File: config.mk
export PLATFORM = sky130hd
export DESIGN_NAME = websocket_frame_decoder
export DESIGN_NICKNAME = d
export VERILOG_FILES = /design/src/rtl/wsfd_pkg.sv /design/src/rtl/wsfd_front.sv /design/src/rtl/wsfd_queue.sv /design/src/rtl/wsfd_back.sv /design/src/rtl/websocket_frame_decoder.sv
export VERILOG_INCLUDE_DIRS = /design/src /design/src/rtl
export SDC_FILE = /design/constraint.sdc
export NUM_CORES = 1
export LEC_CHECK = 0
export ABC_AREA = 1
export ABC_CLOCK_PERIOD_IN_PS = 3030
export BUFFER_PORTS_ARGS = -buffer_cell sky130_fd_sc_hd__buf_2
export CORE_UTILIZATION = 61
export CTS_CLUSTER_SIZE = 16
export DETAILED_ROUTE_END_ITERATION = 10
export GPL_TIMING_DRIVEN = 0
export PLACE_DENSITY = 0.81
export SLEW_MARGIN = 25
export SYNTH_ARGS = -nofsm -noshare
export SYNTH_HDL_FRONTEND = slang
export SYNTH_SLANG_ARGS = --single-unit
File: constraint.sdc
create_clock -name i_clk -period 3.03 [get_ports i_clk]
set_input_delay 0.1515 -clock i_clk [delete_from_list [all_inputs] [get_ports i_clk]]
set_output_delay 0.1515 -clock i_clk [all_outputs]
set_load 0.02 [all_outputs]
File: src/rtl/websocket_frame_decoder_defines.svh
// assertion macros for the websocket frame decoder
// included by the rtl modules that carry concurrent checks
`ifndef WEBSOCKET_FRAME_DECODER_DEFINES_SVH
`define WEBSOCKET_FRAME_DECODER_DEFINES_SVH
`ifndef SYNTHESIS
// property must hold at every clock edge out of reset
`define WSFD_ASSERT(lbl, clk, rst_n, prop) \
    lbl: assert property (@(posedge clk) disable iff (!rst_n) prop) \
        else $error("wsfd check failed");
// condition must never be seen at a clock edge out of reset
`define WSFD_NEVER(lbl, clk, rst_n, cond) \
    lbl: assert property (@(posedge clk) disable iff (!rst_n) !(cond)) \
        else $error("wsfd forbidden condition");
`else
`define WSFD_ASSERT(lbl, clk, rst_n, prop)
`define WSFD_NEVER(lbl, clk, rst_n, cond)
`endif
`endif

File: src/rtl/wsfd_pkg.sv
// shared types and constants of the websocket frame decoder
// no dependencies
`timescale 1ns / 1ps

package wsfd_pkg;

    // header parse phases
    typedef enum logic [2:0] {
        PH_HEAD0,
        PH_HEAD1,
        PH_LEN16,
        PH_LEN64,
        PH_MASK,
        PH_DATA
    } t_phase;

    // result kinds
    typedef enum logic [2:0] {
        KIND_BYTE   = 3'd0,
        KIND_EMPTY  = 3'd1,
        KIND_CLOSE  = 3'd2,
        KIND_RSV    = 3'd3,
        KIND_NOMASK = 3'd4,
        KIND_LONG   = 3'd5
    } t_kind;

    // opcodes
    localparam logic [3:0] OP_CONT          = 4'h0;
    localparam logic [3:0] OP_TEXT          = 4'h1;
    localparam logic [3:0] OP_BINARY        = 4'h2;
    localparam logic [3:0] OP_FIRST_CONTROL = 4'h3;
    localparam logic [3:0] OP_CLOSE         = 4'h8;

    // short length codes for extended length forms
    localparam logic [6:0] LEN_EXT16 = 7'd126;
    localparam logic [6:0] LEN_EXT64 = 7'd127;

    localparam logic [31:0] MAX_LONG_RESET = 32'd262144;

    // one queued result: back end xors data with key
    typedef struct packed {
        t_kind      kind;
        logic [7:0] data;
        logic [7:0] key;
        logic       last;
    } t_item;

    // queue status seen by front and back
    typedef struct packed {
        logic full;
        logic empty;
    } t_q_stat;

endpackage

File: src/rtl/wsfd_front.sv
// front end: frame header parser, length and mask tracking, result classification
// depends on wsfd_pkg and websocket_frame_decoder_defines.svh
`timescale 1ns / 1ps
`include "websocket_frame_decoder_defines.svh"

module wsfd_front import wsfd_pkg::*; (
    input  logic        i_clk,
    input  logic        i_rst_n,
    input  logic        i_cfg_wr_en,
    input  logic [31:0] i_cfg_wr_data,
    input  logic        i_valid,
    input  logic [7:0]  i_byte,
    output logic        o_ready,
    input  t_q_stat     i_q_stat,
    output logic        o_push,
    output t_item       o_item
);

    t_phase      r_phase, n_phase;
    logic [2:0]  r_cnt, n_cnt;
    logic [3:0]  r_opcode, n_opcode;
    logic        r_final, n_final;
    logic [2:0]  r_rsv, n_rsv;
    logic [31:0] r_rem, n_rem;
    logic        r_rem_hi, n_rem_hi;
    logic [31:0] r_key, n_key;
    logic [1:0]  r_pos, n_pos;
    logic        r_in_msg, n_in_msg;
    logic        r_given, n_given;
    logic        r_halted, n_halted;
    logic [31:0] r_max;

    logic        w_accept;
    logic        w_live;
    logic [31:0] w_rem_shift;
    logic        w_hi_next;
    logic        w_too_long;
    logic        w_last;
    logic        w_opens;
    logic        w_deliver;
    logic        w_mask_in_msg;
    logic        w_mask_given;
    logic        w_head1_fail;
    logic [7:0]  w_key_byte;

    // room for one result is enough for any item
    assign o_ready  = !i_q_stat.full;
    assign w_accept = i_valid && o_ready;
    assign w_live   = w_accept && !r_halted;

    // shared header arithmetic
    assign w_rem_shift  = {r_rem[23:0], i_byte};
    assign w_hi_next    = r_rem_hi || (r_rem[31:24] != 8'd0);
    assign w_too_long   = w_hi_next || (w_rem_shift > r_max);
    assign w_last       = (r_rem == 32'd1);
    assign w_opens      = (r_opcode == OP_TEXT) || (r_opcode == OP_BINARY);
    assign w_deliver    = (r_opcode < OP_FIRST_CONTROL) && r_in_msg;
    assign w_head1_fail = (r_opcode == OP_CLOSE) || (r_rsv != 3'd0) || !i_byte[7];
    assign w_mask_in_msg = w_opens ? 1'b1 : r_in_msg;
    assign w_mask_given  = w_opens ? 1'b0 : r_given;

    // key byte for the current payload position, first key byte first
    always_comb begin
        case (r_pos)
            2'd0:    w_key_byte = r_key[31:24];
            2'd1:    w_key_byte = r_key[23:16];
            2'd2:    w_key_byte = r_key[15:8];
            default: w_key_byte = r_key[7:0];
        endcase
    end

    // next parse phase
    always_comb begin
        n_phase = r_phase;
        if (w_live) begin
            case (r_phase)
                PH_HEAD0: n_phase = PH_HEAD1;
                PH_HEAD1: begin
                    if (!w_head1_fail) begin
                        if (i_byte[6:0] == LEN_EXT16) begin
                            n_phase = PH_LEN16;
                        end else if (i_byte[6:0] == LEN_EXT64) begin
                            n_phase = PH_LEN64;
                        end else begin
                            n_phase = PH_MASK;
                        end
                    end
                end
                PH_LEN16: begin
                    if (r_cnt == 3'd1) begin
                        n_phase = PH_MASK;
                    end
                end
                PH_LEN64: begin
                    if (r_cnt == 3'd7 && !w_too_long) begin
                        n_phase = PH_MASK;
                    end
                end
                PH_MASK: begin
                    if (r_cnt == 3'd3) begin
                        n_phase = (r_rem != 32'd0) ? PH_DATA : PH_HEAD0;
                    end
                end
                PH_DATA: begin
                    if (w_last) begin
                        n_phase = PH_HEAD0;
                    end
                end
                default: n_phase = PH_HEAD0;
            endcase
        end
    end

    // header fields, counters, message tracking and the result for this item
    always_comb begin
        n_cnt    = r_cnt;
        n_opcode = r_opcode;
        n_final  = r_final;
        n_rsv    = r_rsv;
        n_rem    = r_rem;
        n_rem_hi = r_rem_hi;
        n_key    = r_key;
        n_pos    = r_pos;
        n_in_msg = r_in_msg;
        n_given  = r_given;
        n_halted = r_halted;
        o_push   = 1'b0;
        o_item   = '{kind: KIND_BYTE, data: 8'd0, key: 8'd0, last: 1'b0};
        if (w_live) begin
            case (r_phase)
                PH_HEAD0: begin
                    n_opcode = i_byte[3:0];
                    n_final  = i_byte[7];
                    n_rsv    = i_byte[6:4];
                    n_cnt    = 3'd0;
                end
                PH_HEAD1: begin
                    if (w_head1_fail) begin
                        n_halted = 1'b1;
                        o_push   = 1'b1;
                        if (r_opcode == OP_CLOSE) begin
                            o_item.kind = KIND_CLOSE;
                        end else if (r_rsv != 3'd0) begin
                            o_item.kind = KIND_RSV;
                        end else begin
                            o_item.kind = KIND_NOMASK;
                        end
                    end else begin
                        n_cnt    = 3'd0;
                        n_rem_hi = 1'b0;
                        if (i_byte[6:0] == LEN_EXT16 || i_byte[6:0] == LEN_EXT64) begin
                            n_rem = 32'd0;
                        end else begin
                            n_rem = {25'd0, i_byte[6:0]};
                        end
                    end
                end
                PH_LEN16: begin
                    n_rem = w_rem_shift;
                    n_cnt = (r_cnt == 3'd1) ? 3'd0 : r_cnt + 3'd1;
                end
                PH_LEN64: begin
                    n_rem    = w_rem_shift;
                    n_rem_hi = w_hi_next;
                    n_cnt    = r_cnt + 3'd1;
                    if (r_cnt == 3'd7 && w_too_long) begin
                        n_halted    = 1'b1;
                        o_push      = 1'b1;
                        o_item.kind = KIND_LONG;
                    end
                end
                PH_MASK: begin
                    n_key = {r_key[23:0], i_byte};
                    n_cnt = r_cnt + 3'd1;
                    if (r_cnt == 3'd3) begin
                        n_cnt    = 3'd0;
                        n_pos    = 2'd0;
                        n_in_msg = w_mask_in_msg;
                        n_given  = w_mask_given;
                        // empty frame: may close the message
                        if (r_rem == 32'd0 && r_final && w_mask_in_msg
                                && (r_opcode < OP_FIRST_CONTROL)) begin
                            n_in_msg = 1'b0;
                            n_given  = 1'b0;
                            if (w_mask_given) begin
                                o_push      = 1'b1;
                                o_item.kind = KIND_EMPTY;
                                o_item.last = 1'b1;
                            end
                        end
                    end
                end
                PH_DATA: begin
                    n_rem = r_rem - 32'd1;
                    n_pos = r_pos + 2'd1;
                    if (w_deliver) begin
                        n_given     = 1'b1;
                        o_push      = 1'b1;
                        o_item.data = i_byte;
                        o_item.key  = w_key_byte;
                        if (w_last && r_final) begin
                            n_in_msg    = 1'b0;
                            n_given     = 1'b0;
                            o_item.last = 1'b1;
                        end
                    end
                end
                default: n_cnt = 3'd0;
            endcase
        end
    end

    // state registers
    always_ff @(posedge i_clk) begin
        if (!i_rst_n) begin
            r_phase  <= PH_HEAD0;
            r_cnt    <= 3'd0;
            r_opcode <= 4'd0;
            r_final  <= 1'b0;
            r_rsv    <= 3'd0;
            r_rem    <= 32'd0;
            r_rem_hi <= 1'b0;
            r_key    <= 32'd0;
            r_pos    <= 2'd0;
            r_in_msg <= 1'b0;
            r_given  <= 1'b0;
            r_halted <= 1'b0;
        end else begin
            r_phase  <= n_phase;
            r_cnt    <= n_cnt;
            r_opcode <= n_opcode;
            r_final  <= n_final;
            r_rsv    <= n_rsv;
            r_rem    <= n_rem;
            r_rem_hi <= n_rem_hi;
            r_key    <= n_key;
            r_pos    <= n_pos;
            r_in_msg <= n_in_msg;
            r_given  <= n_given;
            r_halted <= n_halted;
        end
    end

    // length limit register
    always_ff @(posedge i_clk) begin
        if (!i_rst_n) begin
            r_max <= MAX_LONG_RESET;
        end else if (i_cfg_wr_en) begin
            r_max <= i_cfg_wr_data;
        end
    end

    `WSFD_ASSERT(a_halt_quiet, i_clk, i_rst_n, r_halted |-> !o_push)
    `WSFD_NEVER(a_data_len, i_clk, i_rst_n, r_phase == PH_DATA && r_rem == 32'd0)

endmodule

File: src/rtl/wsfd_queue.sv
// short result queue between the header front end and the output back end
// depends on wsfd_pkg and websocket_frame_decoder_defines.svh
`timescale 1ns / 1ps
`include "websocket_frame_decoder_defines.svh"

module wsfd_queue import wsfd_pkg::*; #(
    parameter int DEPTH = 2
) (
    input  logic    i_clk,
    input  logic    i_rst_n,
    input  logic    i_push,
    input  t_item   i_item,
    input  logic    i_pop,
    output t_item   o_item,
    output t_q_stat o_stat
);

    localparam int PTR_W = $clog2(DEPTH);
    localparam int CNT_W = $clog2(DEPTH + 1);

    t_item            r_mem [DEPTH];
    logic [PTR_W-1:0] r_wr_ptr, n_wr_ptr;
    logic [PTR_W-1:0] r_rd_ptr, n_rd_ptr;
    logic [CNT_W-1:0] r_count, n_count;

    assign o_stat.full  = (r_count == CNT_W'(DEPTH));
    assign o_stat.empty = (r_count == '0);
    assign o_item       = r_mem[r_rd_ptr];

    // pointer wrap and fill count
    always_comb begin
        n_wr_ptr = r_wr_ptr;
        n_rd_ptr = r_rd_ptr;
        n_count  = r_count;
        if (i_push) begin
            n_wr_ptr = (r_wr_ptr == PTR_W'(DEPTH - 1)) ? '0 : r_wr_ptr + 1'b1;
        end
        if (i_pop) begin
            n_rd_ptr = (r_rd_ptr == PTR_W'(DEPTH - 1)) ? '0 : r_rd_ptr + 1'b1;
        end
        if (i_push && !i_pop) begin
            n_count = r_count + 1'b1;
        end else if (!i_push && i_pop) begin
            n_count = r_count - 1'b1;
        end
    end

    always_ff @(posedge i_clk) begin
        if (!i_rst_n) begin
            r_wr_ptr <= '0;
            r_rd_ptr <= '0;
            r_count  <= '0;
        end else begin
            r_wr_ptr <= n_wr_ptr;
            r_rd_ptr <= n_rd_ptr;
            r_count  <= n_count;
        end
    end

    // entry storage
    always_ff @(posedge i_clk) begin
        if (i_push) begin
            r_mem[r_wr_ptr] <= i_item;
        end
    end

    `WSFD_NEVER(a_no_overflow, i_clk, i_rst_n, i_push && o_stat.full)
    `WSFD_NEVER(a_no_underflow, i_clk, i_rst_n, i_pop && o_stat.empty)

endmodule

File: src/rtl/wsfd_back.sv
// back end: unmasks queued results into the output register
// depends on wsfd_pkg and websocket_frame_decoder_defines.svh
`timescale 1ns / 1ps
`include "websocket_frame_decoder_defines.svh"

module wsfd_back import wsfd_pkg::*; (
    input  logic       i_clk,
    input  logic       i_rst_n,
    input  t_item      i_item,
    input  t_q_stat    i_q_stat,
    output logic       o_pop,
    output logic       o_valid,
    input  logic       i_ready,
    output logic [7:0] o_data,
    output logic [2:0] o_kind,
    output logic       o_last
);

    logic       r_valid;
    t_kind      r_kind;
    logic [7:0] r_data;
    logic       r_last;

    // load when the output register is free or being taken
    assign o_pop = !i_q_stat.empty && (!r_valid || i_ready);

    always_ff @(posedge i_clk) begin
        if (!i_rst_n) begin
            r_valid <= 1'b0;
        end else if (o_pop) begin
            r_valid <= 1'b1;
        end else if (i_ready) begin
            r_valid <= 1'b0;
        end
    end

    // unmasked payload register
    always_ff @(posedge i_clk) begin
        if (o_pop) begin
            r_kind <= i_item.kind;
            r_data <= i_item.data ^ i_item.key;
            r_last <= i_item.last;
        end
    end

    assign o_valid = r_valid;
    assign o_data  = r_data;
    assign o_kind  = r_kind;
    assign o_last  = r_last;

    `WSFD_NEVER(a_last_kind, i_clk, i_rst_n,
        r_valid && r_last && r_kind != KIND_BYTE && r_kind != KIND_EMPTY)

endmodule

File: src/rtl/websocket_frame_decoder.sv
// websocket frame decoder, client-to-server direction
// depends on wsfd_pkg, wsfd_front, wsfd_queue, wsfd_back
`timescale 1ns / 1ps
//
// usage:
// - s_axis carries one received byte per item in tdata; m_axis gives
//   results: tdata is the unmasked payload byte (zero for non-payload kinds),
//   tuser the result kind, tlast marks the end of a message
// - i_cfg_wr_en / i_cfg_wr_data set the largest payload length allowed in the
//   64-bit length form; write it only while the block is idle
// - throughput is one byte per cycle while the result queue is not full;
//   header parsing, length tracking and unmask key selection all finish
//   in the cycle the byte is accepted
// - the front end writes the classified result into the queue at the
//   accepting edge; the back end then unmasks it into the output register
// - when the receiver stalls, the output register and the result queue
//   absorb results; s_axis_tready drops only once the queue is full
// - after close or a protocol error the block reports once, then accepts
//   and drops every byte until reset
// - reset is synchronous; no clearing pass, the block is ready the cycle
//   after reset is released

module websocket_frame_decoder import wsfd_pkg::*; #(
    parameter int QUEUE_DEPTH = 2
) (
    input  logic        i_clk,
    input  logic        i_rst_n,
    input  logic        i_cfg_wr_en,
    input  logic [31:0] i_cfg_wr_data,
    input  logic        s_axis_tvalid,
    output logic        s_axis_tready,
    input  logic [7:0]  s_axis_tdata,   // [7:0] rx_byte
    output logic        m_axis_tvalid,
    input  logic        m_axis_tready,
    output logic [7:0]  m_axis_tdata,   // [7:0] payload_byte
    output logic [2:0]  m_axis_tuser,   // [2:0] kind
    output logic        m_axis_tlast    // message_last
);

    logic    w_push;
    logic    w_pop;
    t_item   w_front_item;
    t_item   w_queue_item;
    t_q_stat w_q_stat;

    // header parser and classifier
    wsfd_front u_front (
        .i_clk         (i_clk),
        .i_rst_n       (i_rst_n),
        .i_cfg_wr_en   (i_cfg_wr_en),
        .i_cfg_wr_data (i_cfg_wr_data),
        .i_valid       (s_axis_tvalid),
        .i_byte        (s_axis_tdata),
        .o_ready       (s_axis_tready),
        .i_q_stat      (w_q_stat),
        .o_push        (w_push),
        .o_item        (w_front_item)
    );

    // decoupling queue
    wsfd_queue #(
        .DEPTH (QUEUE_DEPTH)
    ) u_queue (
        .i_clk   (i_clk),
        .i_rst_n (i_rst_n),
        .i_push  (w_push),
        .i_item  (w_front_item),
        .i_pop   (w_pop),
        .o_item  (w_queue_item),
        .o_stat  (w_q_stat)
    );

    // unmask and output register
    wsfd_back u_back (
        .i_clk    (i_clk),
        .i_rst_n  (i_rst_n),
        .i_item   (w_queue_item),
        .i_q_stat (w_q_stat),
        .o_pop    (w_pop),
        .o_valid  (m_axis_tvalid),
        .i_ready  (m_axis_tready),
        .o_data   (m_axis_tdata),
        .o_kind   (m_axis_tuser),
        .o_last   (m_axis_tlast)
    );

endmodule

Yosys cells after proc, flatten, opt, wreduce, memory -nomap -nowiden
Memory sizes are Yosys's and may differ from the RTL's. A register that Yosys moved wholly into a read port is not among the register bits.
Index checks and enable logic that the tools add are counted.
Widths: inputs -> output; s select.
{"block": "totals", "ff_bits": 133, "ramBits": 40, "inputBits": 45, "out_inout_bits": 14, "word_cells": 175, "mem_count": 1}
{"block": "op_classes", "addsub": 7, "order_cmp": 2, "eq_ne": 26, "mux": 67, "bitwise": 2, "reduce_logical": 50}
{"name": "u_queue.r_mem", "words": 2, "word_bits": 20, "rd": 1, "rd_clocked_by_memory_dff": 1, "write_ports": 1, "line": "wsfd_queue.sv:21", "source": "t_item r_mem [DEPTH];"}
{"operator": "$pmux 32 s3", "n": 1}
{"operator": "$mux 3", "n": 16}
{"operator": "$eq 32x1->1 const B", "n": 1}
{"operator": "$gt 32x32->1", "n": 1}
{"operator": "$logic_not 32->1", "n": 1}
{"operator": "$mux 32", "n": 1}
{"operator": "$reduce_bool 32->1", "n": 1}
{"operator": "$sub 32x1->32 const B", "n": 1}
{"operator": "$mux 1", "n": 31}
{"operator": "$pmux 8 s3", "n": 1}
{"operator": "$mux 20", "n": 1}
{"operator": "$pmux 3 s6", "n": 1}
{"operator": "$mux 17", "n": 1}
{"operator": "$mux 16", "n": 1}
{"operator": "$ne 2x1->1 const B", "n": 8}
{"operator": "$pmux 3 s5", "n": 1}
{"operator": "$eq 7x7->1 const B", "n": 2}
{"operator": "$logic_and 1x1->1", "n": 12}
{"operator": "$reduce_and 3->1", "n": 4}
{"operator": "$pmux 1 s2", "n": 5}
{"operator": "$eq 3x2->1 const B", "n": 3}
{"operator": "$eq 3x3->1 const B", "n": 3}
{"operator": "$pmux 3 s3", "n": 1}
{"operator": "$logic_not 1->1", "n": 8}
{"operator": "other kinds (29)", "n": 48}

Logic depth before layout (Yosys ltp)
Gate-level depths: netlist of run 1.
{"block": "depth", "word_depth": 13, "depth_mapped": 24}

By module
From an unflattened synthesis of run 1, not the netlist that was laid out.
{"block": "hier_totals", "cells_unflattened": 1109, "hier_area_um2": 8947.3}
{"mod": "wsfd_front", "instances": 1, "cells_each": 986, "area_per_inst_um2": 6715.2, "seq_area_each_um2": 2322.2}
{"mod": "wsfd_queue", "instances": 1, "cells_each": 97, "area_per_inst_um2": 1754.2, "seq_area_each_um2": 1301.2}
{"mod": "wsfd_back", "instances": 1, "cells_each": 26, "area_per_inst_um2": 478.0, "seq_area_each_um2": 380.4}

Worst setup path after synthesis of run 1
OpenSTA, ideal clock, no wires.
{"block": "synth_timing", "path_type": "register to register", "start": "register u_front.r_rem[15]", "end": "memory u_queue.r_mem[0][0] in the netlist's numbering, enable pin", "arrival_time_ps": 2382, "slack_ps": 251, "path_stages_with_launch": 14, "n_path_buf": 0, "synth_period_minus_slack_ps": 2779, "cell_sequence": "dfxtp_1 ha_1 nand2_1 nor2_1 nand4_1 nor2_1 nand2_1 nand2_1 nand2_1 nand2_1 nand3_1 nand3_1 nand2_1 nor2_1"}
{"block": "synth_between", "elab_chain_len": 10, "elab_cells_between_ends": 14, "cone_classes": "order compare: 1; mux: 7; reduce/logical: 6"}
{"item": "start: declaration", "line": "wsfd_front.sv:24", "source": "logic [31:0] r_rem, n_rem;"}
{"item": "start signal: assignment", "line": "wsfd_front.sv:234", "source": "r_rem <= n_rem;"}
{"item": "parallel branches: the longest is 6 deep, another holds $gt 32x32->1"}
{"item": "$pmux 1 s4 *", "line": "wsfd_front.sv:130", "source": "case (r_phase)"}
{"item": "$mux 1 *", "line": "wsfd_front.sv:129", "source": "if (w_live) begin"}
{"item": "$mux 1 *", "line": "wsfd_queue.sv:62", "source": "if (i_push) begin"}
{"item": "$mux 1 (not written as such) *", "line": "wsfd_queue.sv:63", "source": "r_mem[r_wr_ptr] <= i_item;"}
{"item": "end: declaration", "line": "wsfd_queue.sv:21"}
Every way passes the cells marked *.

Worst setup path after layout of run 1
{"block": "layout_timing", "start": "register u_front.r_rem[22]", "end": "register u_queue.r_count[1]"}
{"block": "layout_between", "elab_chain_len": 11, "elab_cells_between_ends": 17, "cone_classes": "order compare: 1; mux: 6; reduce/logical: 10"}
{"item": "parallel branches: the longest is 6 deep, another holds $gt 32x32->1"}
{"item": "$pmux 1 s4 *", "line": "wsfd_front.sv:130"}
{"item": "$mux 1 *", "line": "wsfd_front.sv:129"}
{"item": "net u_front.o_push", "line": "wsfd_front.sv:15", "source": "output logic o_push,"}
{"item": "$logic_not 1->1", "line": "wsfd_queue.sv:43", "source": "end else if (!i_push && i_pop) begin"}
{"item": "$logic_and 1x1->1", "line": "wsfd_queue.sv:43"}
{"item": "$reduce_bool 2->1 (no source line)"}
{"item": "end signal: assignment", "line": "wsfd_queue.sv:56", "source": "r_count <= n_count;"}
{"item": "end: declaration", "line": "wsfd_queue.sv:24", "source": "logic [CNT_W-1:0] r_count, n_count;"}
Mark *: on every way through the listed nets, which the timed path passes.
A chain may end at the register's enable or synchronous reset.

==> out/qor.txt, run 1 <==
start-to-end type of the worst setup path = flip-flop to flip-flop
power per standard cell area = 996 nW/µm²
Synth-to-Final Area Change = 13.4%
depth of the CTS H-tree = 4
synthesized flop and latch total = 174
Simple-Gate Fraction of Synth Area = 0.205
wire length of the first global-routing pass = 36.5 mm
Final Cycle Share = 0.932
aggregate global-route resource usage = 0.320
Ant. Diodes = 0
Die Area = 15100 µm²
kind of end point of the critical path = flip-flop
count of flip-flops with a built-in enable after synthesis = 52
post-synthesis compound-gate area fraction = 0.182
mux cell area share after synthesis = 0.00507
post-route ant nets = 0
number of global-route vias before repair = 7438
fraction of the mapped netlist area in adder cells = 0.0634
minimum setup slack in the final design = 0.207 ns
Die Height = 123 µm
TritonCTS Sinks = 174
Synth Area per Inst = 8.01 µm²
Skew-Pair Late Insertion Delay = 0.43 ns
unrepaired setup endpoints after global routing = no
synthesized netlist cell count = 1110
Multi-input gate area = 4230 µm²
setup skew after layout = 0.0130 ns
worst slack, placed = 0.0139 ns
post-synth design cell area = 8890 µm²
Seq. cell area = 4030 µm²
Tightest Pin Transition = 0.922 ns
pin count of the biggest net entering global routing = 21
Clock Tree Root = sky130_fd_sc_hd__clkbuf_16
Starting Density = 0.633
final count of negative-setup-slack endpoints = 0
required time at the endpoint of the critical path = 3.34 ns
Setup Fix Bufs, Post-CTS = 0
Routed wire per std cell = 16.5 µm
Bufs on Longest Clock Path = 2
result of the run = complete, no violations
startpoint class of the critical path = flip-flop
Pleak = 4.29 nW
WP data arrival = 3.13 ns
number of antenna violations at the first check in global routing = 0
number of cells traversed by the worst register-to-register path = 18
reg-to-reg setup timing slack = 0.21 ns
Post-DP HPWL = 16.0 mm
Synth warnings = 0
Final Power = 10.0 mW
number of rows created at floorplan = 43
WL final = 22.8 mm
count of endpoints failing hold in the final timing report = 0
path type of the worst min-delay path = primary input to flip-flop
number of vias in the routed layout = 8060
portion of the post-synthesis area used by sequential elements = 0.451
post-synthesis xor/xnor area fraction = 0.0187
Die X = 123 µm
Unique masters post-synth = 50
Post-Syn Nets = 1200
worst voltage drop across the vdd grid = 497 µV
DR vias/cell = 5.82
detailed-route DRC error count = 0
TritonCTS buffer count = 17
quantity of I/O buffers inserted on ports = 58
number of slew-limit violations in the final report = 0
final-stage net count = 1281
total global routing overflow = 0
dominant combinational cell family by area after synthesis = simple AND/OR/NAND/NOR gates
TritonCTS clock tree = done
DRT Pass-1 Iters = 6
number of fill cells = 1079
GP Congestion = 0.955
hold-critical path depth = 3
Rel. slew slack = 0.385
number of placed I/O pins = 59
proportion of synthesized flip-flops having asynchronous set or reset = 0
proportion of layout cells with a drive suffix above 1 = 0.158
clock input transition at the sequential cells of the worst setup and hold paths = 0.07 ns
clock period minus final worst setup slack = 2.82 ns
DRT iter0 DRCs = 817
Max Clock Freq = 0.354 GHz
placeable core region = 14000 µm²
number of max-capacitance violations reported = 0
dominant synthesized flop cell = sky130_fd_sc_hd__dfxtp_1
maximum fanout along the worst path = 7
[through the flow]
stage / utilization / cell area [µm²] / hold slack (ns) / TNS, ns / cells
after floorplan: - / 8890 / 0.263 / 0 / 1110
after global placement: 0.670 / 9400 / 0.389 / -10.77 / 1348
after detailed placement: 0.671 / 9420 / 0.394 / 0 / 1349
after CTS: 0.715 / 10000 / 0.00114 / 0 / 1384
after global routing: 0.717 / 10100 / 0.0232 / 0 / 1384
final: 0.717 / 10100 / 0.00229 / 0 / 1384
[cell families (layout without fill, tap and decap cells)]
| logic type | Yosys count | after routing |
|---|---|---|
| simple gates | 398 | 398 |
| buf+inv | 171 | 265 |
| mux | 4 | 4 |
| fa+ha+maj | 45 | 45 |
| compound gates | 299 | 299 |
| xor+xnor | 19 | 19 |
| flops | 174 | 174 |
[synth_stat cells, types with 9 or more instances]
library cell	instances	area [µm²]
sky130_fd_sc_hd__nand3_1	41	205
sky130_fd_sc_hd__nor3_1	12	60.1
sky130_fd_sc_hd__xor2_1	11	96.3
sky130_fd_sc_hd__inv_2	15	56.3
sky130_fd_sc_hd__ha_1	45	563
sky130_fd_sc_hd__a21oi_1	131	656
sky130_fd_sc_hd__or2_2	11	68.8
sky130_fd_sc_hd__buf_2	11	55.1
sky130_fd_sc_hd__nor2_2	9	56.3
sky130_fd_sc_hd__inv_1	106	398
sky130_fd_sc_hd__nor2_1	144	541
sky130_fd_sc_hd__o21ai_0	120	601
sky130_fd_sc_hd__edfxtp_1	52	1560
sky130_fd_sc_hd__dfxtp_1	122	2440
sky130_fd_sc_hd__clkbuf_1	30	113
sky130_fd_sc_hd__nand4_1	11	68.8
sky130_fd_sc_hd__nand2_1	139	522
[layout make-up]
cell class                 count  area share
multi-input combinational    765       0.420
tap                          180      0.0224
clock buffer                  20      0.0463
timing repair buffer          62      0.0329
inverter                     126      0.0483
buffer                        45      0.0181
sequential                   174       0.400
clock inverter                12      0.0123
[report_power, final]
part | switching, mW | internal (mW)
Combinational | 2.87 | 1.54
Sequential | 0.489 | 2.95
Clock | 0.969 | 1.22
[registers in the layout, summed over array words and instances, names as in the netlist, 3 cells and up, named ones only]
register,count
u_front.r_opcode,4
u_back.o_data,8
u_front.r_max,32
u_front.r_rsv,3
u_front.r_key,32
u_front.r_cnt,3
u_back.o_kind,3
u_front.r_rem,32
u_queue.r_mem,40
u_front.r_phase,3
[worst paths after layout]
check / start / to
hold reg to reg: u_front.r_max[5] / u_front.r_max[5]
setup reg to reg: u_front.r_rem[22] / u_queue.r_count[1]
hold / removal: i_cfg_wr_data[5] / u_front.r_max[5]
setup / recovery: u_front.r_rem[22] / u_queue.r_count[1]
[worst max-delay path: stages, from the launching register on]
cell and delay [ns]:
sky130_fd_sc_hd__dfxtp_1 0.52, sky130_fd_sc_hd__ha_1 0.30, sky130_fd_sc_hd__nand2_1 0.08, sky130_fd_sc_hd__nor2_1 0.06
sky130_fd_sc_hd__nand2_1 0.09, sky130_fd_sc_hd__inv_1 0.05, sky130_fd_sc_hd__a21oi_1 0.18, sky130_fd_sc_hd__nand2_1 0.09
sky130_fd_sc_hd__nand2_2 0.11, sky130_fd_sc_hd__nand2_1 0.09, sky130_fd_sc_hd__nand3_2 0.10, sky130_fd_sc_hd__nand3_1 0.12
sky130_fd_sc_hd__nand2_1 0.12, sky130_fd_sc_hd__inv_1 0.05, sky130_fd_sc_hd__ha_1 0.31, sky130_fd_sc_hd__a21oi_1 0.12
sky130_fd_sc_hd__o21ai_0 0.11, sky130_fd_sc_hd__o21ai_0 0.15, sky130_fd_sc_hd__a21oi_1 0.06
[routing by layer]
layer / up-vias / wire (µm) / GRT usage
met3: 37 / 2030 / 0.0725
met5: - / 0 / 0
met2: 397 / 10300 / 0.499
li1: 3898 / - / -
met4: 0 / 463 / 0.123
met1: 3728 / 10000 / 0.430
[placed cells by master (no fill, tap or decap), types with 6 or more instances in the layout]
master and instances:
sky130_fd_sc_hd__nand2_1 138, sky130_fd_sc_hd__nor2_1 142, sky130_fd_sc_hd__a21oi_1 130, sky130_fd_sc_hd__o21ai_0 119, sky130_fd_sc_hd__edfxtp_1 52, sky130_fd_sc_hd__a31oi_1 7, sky130_fd_sc_hd__nand4_1 11, sky130_fd_sc_hd__inv_1 106
sky130_fd_sc_hd__ha_1 45, sky130_fd_sc_hd__o21ai_1 7, sky130_fd_sc_hd__buf_2 69, sky130_fd_sc_hd__xor2_1 11, sky130_fd_sc_hd__a311oi_1 8, sky130_fd_sc_hd__a211oi_1 6, sky130_fd_sc_hd__or2_2 11, sky130_fd_sc_hd__clkbuf_16 17
sky130_fd_sc_hd__nor2_4 8, sky130_fd_sc_hd__inv_2 15, sky130_fd_sc_hd__dfxtp_2 11, sky130_fd_sc_hd__clkbuf_1 30, sky130_fd_sc_hd__xnor2_1 8, sky130_fd_sc_hd__nand2_2 9, sky130_fd_sc_hd__dfxtp_1 109, sky130_fd_sc_hd__nand3_1 40
sky130_fd_sc_hd__nor3_1 12, sky130_fd_sc_hd__nor2_2 11
[timing repair]
item / CTS / global route
gates resized for setup: 1 / 19
hold buffers: 3 / 0
hold endpoints to repair: 3 / 0
endpoints found under the setup margin: 1 / 34
pin swaps: 0 / 0
(Power assumes the default switching activity.)
==> run 2: changes to the inputs <==
CORE_UTILIZATION = 35   (was 61)
PLACE_DENSITY = 0.52   (was 0.81)
SYNTH_HIERARCHICAL = 1   (was not set)
==> out/qor.txt, run 2 <==
GP Congestion = 0.822
Tightest Pin Transition = 0.727 ns
Routed wire per std cell = 15.4 µm
unrepaired setup endpoints after global routing = no
Final Cycle Share = 0.900
capture point of the worst reg-to-reg path = u_queue/r_mem[1][17]
required time at the endpoint of the critical path = 3.17 ns
hold-critical path depth = 3
WP data arrival = 2.86 ns
number of global-route vias before repair = 7476
clock input transition at the sequential cells of the worst setup and hold paths = 0.08 ns
final-stage net count = 1316
DRT iter0 DRCs = 731
top register by number of flip-flops = u_queue/r_mem
DR vias/cell = 4.97
top-area cell type share of the netlist area = 0.273
number of placed I/O pins = 59
quantity of I/O buffers inserted on ports = 58
top cells by area in the synthesized netlist = sky130_fd_sc_hd__dfxtp_1 (27%), sky130_fd_sc_hd__edfxtp_1 (17%), sky130_fd_sc_hd__a21oi_1 (7.4%), sky130_fd_sc_hd__nor2_1 (6.6%), sky130_fd_sc_hd__ha_1 (6.3%)
DRT Pass-1 Iters = 5
number of slew-limit violations in the final report = 0
Starting Density = 0.356
TritonCTS Sinks = 174
Multi-input gate area = 4300 µm²
commonest cells after routing, fill and taps aside = sky130_fd_sc_hd__nor2_1 (156), sky130_fd_sc_hd__a21oi_1 (132), sky130_fd_sc_hd__nand2_1 (130)
reg-to-reg setup timing slack = 0.30 ns
final count of negative-setup-slack endpoints = 0
proportion of synthesized flip-flops having asynchronous set or reset = 0
power per standard cell area = 944 nW/µm²
dominant synthesized flop cell = sky130_fd_sc_hd__dfxtp_1
post-synth design cell area = 8950 µm²
startpoint class of the critical path = flip-flop
number of max-capacitance violations reported = 0
proportion of layout cells with a drive suffix above 1 = 0.152
detailed-route DRC error count = 0
aggregate global-route resource usage = 0.192
Die Height = 162 µm
Final Non-Filler Cells = 1569
number of placed instances with taps included = 1498
wire length of the first global-routing pass = 39.2 mm
Die X = 162 µm
setup skew after layout = 0.0173 ns
Synth Area per Inst = 8.07 µm²
post-route ant nets = 0
critical register-to-register path startpoint = u_front/r_rem[23]
Clock Tree Root = sky130_fd_sc_hd__clkbuf_16
number of fill cells = 2592
synthesized flop and latch total = 174
Seq. cell area = 4010 µm²
end point of the worst hold path = u_front/r_max[5]
start-to-end type of the worst setup path = flip-flop to flip-flop
pin count of the biggest net entering global routing = 22
kind of end point of the critical path = flip-flop
max FFs per register = 40
depth of the CTS H-tree = 4
Max Clock Freq = 0.367 GHz
number of rows created at floorplan = 58
TritonCTS clock tree = done
Unique masters post-synth = 46
Rel. slew slack = 0.515
number of vias in the routed layout = 7803
number of antenna violations at the first check in global routing = 0
result of the run = complete, no violations
clock period minus final worst setup slack = 2.73 ns
Post-DP HPWL = 17.2 mm
Synth warnings = 6
Hold WS = 0.00268 ns
Synth-to-Final Area Change = 19.6%
WL final = 24.1 mm
total global routing overflow = 0
Worst Min Path Start = i_cfg_wr_data[5]
Skew-Pair Late Insertion Delay = 0.45 ns
Pleak = 4.67 nW
path type of the worst min-delay path = primary input to flip-flop
count of flip-flops with a built-in enable after synthesis = 52
Die Area = 26200 µm²
portion of the post-synthesis area used by sequential elements = 0.447
count of endpoints failing hold in the final timing report = 0
Post-Syn Nets = 1199
number of cells traversed by the worst register-to-register path = 18
most common cell after layout, fill and taps aside = sky130_fd_sc_hd__nor2_1
most instantiated cells after synthesis = sky130_fd_sc_hd__nor2_1 (158), sky130_fd_sc_hd__a21oi_1 (133), sky130_fd_sc_hd__nand2_1 (132)
TritonCTS buffer count = 17
cell taking the most area after synthesis = sky130_fd_sc_hd__dfxtp_1
Ant. Diodes = 0
Bufs on Longest Clock Path = 2
cell with the most instances after synthesis = sky130_fd_sc_hd__nor2_1
synthesized netlist cell count = 1109
maximum fanout along the worst path = 10
placeable core region = 25100 µm²
worst voltage drop across the vdd grid = 426 µV
run 2: cell types whose count changed in the layout (fill, tap and decap cells not counted), moves of 7 or more:
cell / change
sky130_fd_sc_hd__dfxtp_2: -10
sky130_fd_sc_hd__dlygate4sd3_1: +30
sky130_fd_sc_hd__xnor2_1: -8
sky130_fd_sc_hd__nand2_1: -8
sky130_fd_sc_hd__mux2_4: +20
sky130_fd_sc_hd__buf_4: +7
sky130_fd_sc_hd__nor2_1: +14
sky130_fd_sc_hd__o21ai_0: -9
sky130_fd_sc_hd__dfxtp_1: +12
run 2: metrics by stage:
step                setup TNS (ns)   util  cell area [µm²]  worst slack, ns  power, mW
floorplan                        0      -             8950           0.0448       6.66
global placement            -21.57  0.384             9650           -0.890       7.74
detailed placement           -5.58  0.385             9670           -0.213       7.79
CTS                              0  0.424            10600           0.0221       10.1
global route                     0  0.426            10700           0.0319       10.9
finish                           0  0.426            10700            0.302       10.1
run 2: routing by layer:
metal	share of wire	track usage
met1	0.48	0.261
met2	0.46	0.313
met3	0.045	0.0322
met4	0.014	0.0562
met5	0	0
run 2: cells by family (layout without fill, tap and decap cells):
logic type,after synthesis,after routing,share of synthesized area
flip-flops,174,174,0.447
adder cells (fa/ha/maj),45,45,0.0629
XOR/XNOR,10,10,0.00979
multiplexers,20,20,0.0336
AO/OA/AOI/OAI,294,294,0.177
buffers and inverters,171,301,0.0754
AND/OR/NAND/NOR,395,395,0.194
run 2: area by class of cell:
class | instances | share of cell area
clock buffers | 17 | 0.0397
inverters | 128 | 0.0457
clock inverters | 15 | 0.0181
repair inverters | 1 | 0.000701
flip-flops and latches | 174 | 0.374
multi-input cells | 764 | 0.402
plain buffers | 43 | 0.0181
well taps | 330 | 0.0386
repair buffers | 97 | 0.0629
run 2: critical path: stages (launching register included):
cell and delay [ns]:
sky130_fd_sc_hd__dfxtp_1 0.39, sky130_fd_sc_hd__ha_1 0.33, sky130_fd_sc_hd__nand2_1 0.08, sky130_fd_sc_hd__nor2_2 0.15, sky130_fd_sc_hd__nand2_2 0.11, sky130_fd_sc_hd__nor2_1 0.09
sky130_fd_sc_hd__nand2_1 0.05, sky130_fd_sc_hd__o21ai_0 0.07, sky130_fd_sc_hd__nor2_1 0.06, sky130_fd_sc_hd__nand2_1 0.06, sky130_fd_sc_hd__nand2_1 0.12, sky130_fd_sc_hd__nand2_1 0.11
sky130_fd_sc_hd__nand3_1 0.11, sky130_fd_sc_hd__nand3_1 0.10, sky130_fd_sc_hd__nand2_1 0.05, sky130_fd_sc_hd__inv_1 0.13, sky130_fd_sc_hd__nand2_2 0.13, sky130_fd_sc_hd__clkinvlp_4 0.09
sky130_fd_sc_hd__buf_4 0.19
run 2: report_power, final:
group / total (mW) / internal (mW) / switching, mW
Sequential: 3.33 / 2.92 / 0.416
Combinational: 4.50 / 1.63 / 2.87
Clock: 2.27 / 1.14 / 1.13
Total: 10.1 / 5.69 / 4.42
run 2: how the worst max path moves through the flow:
stage,slack (ns),to,startpoint,depth (start not counted)
finish,0.30,u_queue/r_mem[1][17],u_front/r_rem[23],18
global route,0.03,u_queue/r_count[1],u_front/r_rem[21],19
CTS,0.02,u_queue/r_mem[1][17],u_front/r_rem[23],14
detailed placement,-0.21,u_queue/r_mem[1][5],u_front/r_rem[23],15
global placement,-0.89,u_queue/r_mem[0][5],u_front/r_rem[23],15
floorplan,0.04,u_queue/r_mem[0][0],u_front/r_rem[23],15
run 2: timing repair:
item,CTS,global route
cloned,1,0
resized for setup,3,9
buffers inserted,0,5
hold buffers,33,0
pin swaps,0,1
endpoints found under the setup margin,33,43
endpoints found under the hold margin,31,0
